**src/hdl/tkms_pkg.sv**
```systemverilog
`timescale 1ns / 1ps

package tkms_pkg;

  localparam int VAL_W        = 32;
  localparam int IDX_W        = 24;
  localparam int LIMIT_W      = 10;
  localparam int CAPACITY_DEF = 1024;

  localparam logic [LIMIT_W-1:0] KEEP_LIMIT_RST = LIMIT_W'(1000);

  // operation codes on in_func
  localparam logic FUNC_PUSH = 1'b0;
  localparam logic FUNC_POP  = 1'b1;

  typedef struct packed {
    logic signed [VAL_W-1:0] value;
    logic        [IDX_W-1:0] index;
  } entry_t;

endpackage

```
**src/hdl/tkms_cmp.sv**
```systemverilog
`timescale 1ns / 1ps

// Heap order: magnitude, then index, then signed value.
module tkms_cmp (
  input  tkms_pkg::entry_t a,
  input  tkms_pkg::entry_t b,
  output logic             a_below
);

  function automatic logic [tkms_pkg::VAL_W-1:0] magnitude(
    input logic signed [tkms_pkg::VAL_W-1:0] v
  );
    logic [tkms_pkg::VAL_W-1:0] u;
    begin
      u = v;
      if (!u[tkms_pkg::VAL_W-1]) begin
        magnitude = u;
      end else if (u == {1'b1, {(tkms_pkg::VAL_W-1){1'b0}}}) begin
        // most negative value saturates
        magnitude = {1'b0, {(tkms_pkg::VAL_W-1){1'b1}}};
      end else begin
        magnitude = ~u + 1'b1;
      end
    end
  endfunction

  logic [tkms_pkg::VAL_W-1:0] mag_a;
  logic [tkms_pkg::VAL_W-1:0] mag_b;

  assign mag_a = magnitude(a.value);
  assign mag_b = magnitude(b.value);

  always_comb begin
    if (mag_a != mag_b) begin
      a_below = mag_a < mag_b;
    end else if (a.index != b.index) begin
      a_below = a.index < b.index;
    end else begin
      a_below = a.value < b.value;
    end
  end

endmodule

```
**config.mk**
```make
export PLATFORM = sky130hd
export DESIGN_NAME = tkms_cmp
export DESIGN_NICKNAME = d
export VERILOG_FILES = /design/src/hdl/tkms_pkg.sv /design/src/hdl/tkms_cmp.sv
export SDC_FILE = /design/constraint.sdc
export NUM_CORES = 1
export LEC_CHECK = 0
export ABC_AREA = 1
export BUFFER_PORTS_ARGS = -buffer_cell sky130_fd_sc_hd__buf_2
export CAP_MARGIN = 15
export CORE_MARGIN = 2
export CORE_UTILIZATION = 51
export DETAILED_ROUTE_END_ITERATION = 7
export GPL_ROUTABILITY_DRIVEN = 0
export PLACE_DENSITY = 0.81
export SLEW_MARGIN = 20
export SYNTH_ARGS = -nofsm -noshare
export SYNTH_HDL_FRONTEND = slang
export SYNTH_SLANG_ARGS = --single-unit
```
**constraint.sdc**
```tcl
create_clock -name vclk -period 2.5
set_input_delay 0.125 -clock vclk [all_inputs]
set_output_delay 0.125 -clock vclk [all_outputs]
set_load 0.005 [all_outputs]
```
==> results of run 1 <==
power by group:
part           total, mW  switching (mW)  internal, mW
sequential             0               0             0
clock                  0               0             0
combinational       1.02           0.556         0.460
total               1.02           0.556         0.460
worst max-delay path, stage by stage:
cell	delay, ns
buf_2	0.11
inv_2	0.05
ha_2	0.19
inv_2	0.05
nor3_2	0.14
inv_1	0.09
nor2_4	0.13
nand2_2	0.10
nor3_4	0.16
nand4_2	0.17
nor2_4	0.16
buf_4	0.16
nor3_2	0.06
ha_1	0.31
nand3_1	0.12
or3_4	0.38
nor4_4	0.22
nand2_1	0.12
inv_1	0.07
nand2_1	0.05
nand2_1	0.09
buf_2	0.12
metal layers:
metal	global-route usage, %	routed length [um]	vias to the layer above
met1	41.8	6420	2790
met2	63.6	7740	409
met4	15.1	872	0
li1	-	-	3024
met5	0	0	-
met3	4.86	1530	108
final cells by class:
cell class | instances | area [sq um] | area share (%)
inverters | 124 | 465 | 7.40
multi-input cells | 606 | 3860 | 61.4
well taps | 105 | 131 | 2.09
repair buffers | 278 | 1830 | 29.2
worst paths after layout:
| kind | startpoint | end | slack (ns) | depth (start not counted) |
|---|---|---|---|---|
| worst min-delay path | a[23] | a_below | 1.08 | 10 |
| worst max-delay path | b[24] | a_below | -0.80 | 22 |
cells by family after synthesis:
kind of cell | Yosys count
simple gates | 351
buf+inv | 137
compound gates | 125
fa+ha+maj | 89
xor+xnor | 41
metrics by stage:
| stage | total power, mW | setup slack (ns) |
|---|---|---|
| after detailed placement | 0.967 | -0.864 |
| after CTS | 0.982 | -0.607 |
| final | 1.02 | -0.804 |
| after global placement | 0.901 | -0.647 |
| after floorplan | 0.505 | -0.226 |
| after global routing | 1.12 | -0.897 |
layout by cell type (no fill, tap or decap), types with 3 or more instances in the layout:
cell type | Yosys | layout
a21oi_1 | 69 | 67
a31oi_1 | 5 | 5
a41oi_1 | 3 | 3
buf_2 | 2 | 113
buf_4 | 0 | 162
ha_1 | 89 | 88
inv_1 | 118 | 115
inv_2 | 6 | 9
nand2_1 | 116 | 114
nand2_2 | 4 | 6
nand3_1 | 43 | 42
nand4_1 | 22 | 22
nand4_2 | 3 | 3
nor2_1 | 107 | 106
nor2_2 | 3 | 3
nor2_4 | 5 | 6
nor3_1 | 22 | 20
nor3_2 | 4 | 5
nor4_1 | 9 | 7
nor4_2 | 2 | 3
o211ai_1 | 3 | 3
o21a_1 | 4 | 4
o21ai_0 | 35 | 35
o31ai_1 | 3 | 3
xor2_1 | 39 | 39
timing repair:
action / CTS / global route
setup endpoints to repair: 1 / 1
gates resized for setup: 16 / 2
setup buffers: 1 / 0
pin swaps: 1 / 0
==> flow_summary.toml, run 1 <==
[timing]
setup_tns_ns = -0.804
fin_crit_sh_pct = 132
fin_crit_ns = 3.30
slew_headroom_pct = 68.4
hold_viol = 0
setup_violations = 1
rsz0062_at_grt = "true"
post-route-worst-setup-slack_ns = -0.804
max_freq_mhz = 303
tightestPinTransition_ns = 0.468
finalMaxSlewViolations = 0
hold_slack_ns = 1.08

[floorplan]
dieArea_sq_um = 9240
fp.dieW_um = 96.1
row_count = 33
start_util_pct = 52.7
die_y_um = 96.1
io_pins = 113
core_area_sq_um = 8220

[yosys]
yosysMostFrequentCell = "inv_1"
syn_inst = 743
syn-num-nets = 944
syn_area_sq_um = 4330
synth_simple_gate_area_share_pct = 37.8
avgSynthCellArea_sq_um = 5.82
ys_warn_count = 0
synth-seq-area-share_pct = 0
synth_largest_area_cell = "ha_1"
synth_top_family_by_area = "simple AND/OR/NAND/NOR gates"
synth_mux_area_share_pct = 0
netlist-cell-type-count = 38
synth_top_area_share_pct = 25.7
synth-xor-area-share_pct = 8.30
synth_area_leaders = "ha_1, inv_1, nand2_1, nor2_1, a21oi_1"
synth-compound-area-share_pct = 15.7
synth_commonest_cells = "inv_1, nand2_1, nor2_1, ha_1, a21oi_1"
yosys.area_share.adder_pct = 25.7

[worst_hold_path]
worst_hold_path_type = "in -> out"

[routing]
wire_per_inst_um = 14.9
drcViolationCount = 2
routed_wirelength_um = 16600
num_vias = 6331
drtAntennaViolNets = 0
drtPass1Iterations = 8
routed_via_density = 5.69
drt_iter0_drc = 562

[critical_path]
worstPathRequired_ns = 2.38
setup.worst_path.class = "in -> out"
cp-start-kind = "input port"
arrival_ns = 3.18
crit_path_max_fanout = 3
crit_path_end_kind = "output pin"

[placed_design]
dpl_cell_area_sq_um = 6210
dpl.cell_count = 1112
port_buffers = 113
hpwl_um = 14200

[global_routing]
antenna_found_initial = 0
overflow = 0
grt_pass1_vias = 6141
grt_max_degree = 39
grt_pass1_wl_um = 26300
track_usage_pct = 35.5

[run]
max_cap_viol_count = 0

[power_and_ir_drop]
ir_worst_vdd_mv = 0.0809
p_leak_nw = 3.53
cellPowerDensity_nw_per_um2 = 162

[finish]
n_clock_buffer = 0
drive_above_1_share_pct = 32.1
nNetsFinal = 1211
n_antenna_cell = 0
area_growth_pct = 45.3
fillers = 604
final_cells = 1113
fin_area_sq_um = 6290
postLayoutCoreUtil_pct = 76.5
seq_cell_count = 0
seq_area_sq_um = 0

[cts]
postCtsHoldBufs = 0

[status]
outcome = "complete, but fails checks"
violations = "design-rule violations, negative setup slack"
Power figures use the tool's default switching activity.
==> inputs of run 2 (changes only) <==
--- a/config.mk
+++ b/config.mk
@@ -12,7 +12,7 @@
 export CORE_UTILIZATION = 51
 export DETAILED_ROUTE_END_ITERATION = 7
 export GPL_ROUTABILITY_DRIVEN = 0
-export PLACE_DENSITY = 0.81
+export PLACE_DENSITY = 0.8
 export SLEW_MARGIN = 20
 export SYNTH_ARGS = -nofsm -noshare
 export SYNTH_HDL_FRONTEND = slang
==> run 2 against run 1 <==
The flow finishes with violations (negative setup slack); clock-buffer cell count is the same; non-clock buffer count up 8; first-iteration DRC count increased by 22%; wire length increased by 4.9%; total power rose by 3.2%; via count rose by 1.8%; worst hold slack better by 0.0018 ns.
==> flow_summary.toml, run 2 (synthesis results as in run 1) <==
[global_routing]
overflow = 0
use_met3_pct = 3.60
grt_max_degree = 39
track_usage_pct = 35.0
grt_pass1_vias = 6125
busiest_layer = "met2"
grt_pass1_wl_um = 26200
grt_use_met2_pct = 64.7
antenna_found_initial = 0
use_met1_pct = 42.0

[placed_design]
port_buffers = 113
dp_slack_ns = -0.765
dpl.cell_count = 1113
hpwl_um = 14000

[routing]
routed_via_density = 5.75
num_vias = 6446
drtPass1Iterations = 7
drtAntennaViolNets = 0
drt_iter0_drc = 685
routed_wirelength_um = 17400
drcViolationCount = 0
wire_per_inst_um = 15.5

[timing]
fin_crit_sh_pct = 137
rsz0062_at_grt = "true"
max_freq_mhz = 291
tightestPinTransition_ns = 0.485
finalMaxSlewViolations = 0
hold_viol = 0
slew_headroom_pct = 67.2
post-route-worst-setup-slack_ns = -0.937
setup_violations = 1
fin_crit_ns = 3.44

[critical_path]
worstPathRequired_ns = 2.38
crit_path_max_fanout = 4
crit_family = "simple AND/OR/NAND/NOR gates"
crit_buf_inv = 8
path_common_cell = "nand2_1"
cp-start-kind = "input port"
arrival_ns = 3.31
crit_path_end_kind = "output pin"
critPathMaxStageDelay_ns = 0.37
setup.worst_path.class = "in -> out"
crit_slowest_cell = "or3_4"

[power_and_ir_drop]
ir_worst_vdd_mv = 0.0896
design_power_total_mw = 1.05
p_leak_nw = 3.57
cellPowerDensity_nw_per_um2 = 165

[floorplan]
dieArea_sq_um = 9240
row_count = 33
fp.dieW_um = 96.1
io_pins = 113
core_area_sq_um = 8220
die_y_um = 96.1
start_util_pct = 52.7

[finish]
n_clock_buffer = 0
drive_above_1_share_pct = 32.9
final_cells = 1121
nNetsFinal = 1219
final_cell_mix = "buf_4, inv_1, nand2_1, buf_2, nor2_1"
area_growth_pct = 47.3
layout_commonest_cell = "buf_4"
seq_area_sq_um = 0
n_antenna_cell = 0
seq_cell_count = 0

[run]
max_cap_viol_count = 0

[cts]
postCtsHoldBufs = 0

[status]
outcome = "complete, but fails checks"
violations = "negative setup slack"

[worst_hold_path]
worst_hold_path_type = "in -> out"
==> run 2: changes by cell type in the layout (fill, tap and decap cells not counted), moves of 2 or more <==
cell     delta
buf_4       +8
nor3_2      -3
a21oi_1     -2
a21oi_2     +2
nor3_1      +2
==> run 2: stage by stage <==
step                      hold slack [ns]  cell area (sq um)  util [%]  TNS, ns
after floorplan                     0.625               4330         -   -0.226
after global placement               1.06               6190      75.4   -0.617
after detailed placement             1.06               6190      75.4   -0.765
after CTS                            1.06               6230      75.8   -0.668
after global routing                 1.12               6370      77.6    -1.05
final                                1.09               6370      77.6   -0.937
==> run 2: power breakdown <==
group,switching [mW],total (mW),internal (mW),leakage (nW)
logic,0.579,1.05,0.469,3.57
registers,0,0,0,0
clock network,0,0,0,0
total,0.579,1.05,0.469,3.57
==> run 2: final cells by class <==
class / count / area, sq um
well taps: 105 / 131
multi-input cells: 606 / 3880
inverters: 124 / 465
repair buffers: 286 / 1900
fillers: 570 / 1840
==> run 2: path summary, 6_finish.rpt <==
kind / start / to / slack [ns] / depth (start not counted)
worst max-delay path: b[24] / a_below / -0.94 / 25
worst min-delay path: a[15] / a_below / 1.09 / 10
==> run 2: repair_timing <==
item                       4_1_cts  5_1_grt
hold endpoints to repair         0        0
pin swaps                        0       15
cloned                           0        1
setup endpoints to repair        1        1
gates resized for setup          7       19
buffers inserted                 0        7
==> run 2: metal layers <==
metal  up-vias  part of all wire [%]  routed length (um)
li1       3043                     -                   -
met1      2859                    38                6530
met2       447                    48                8290
met3        97                    10                1780
met4         0                   4.4                 771
met5         -                     0                   0
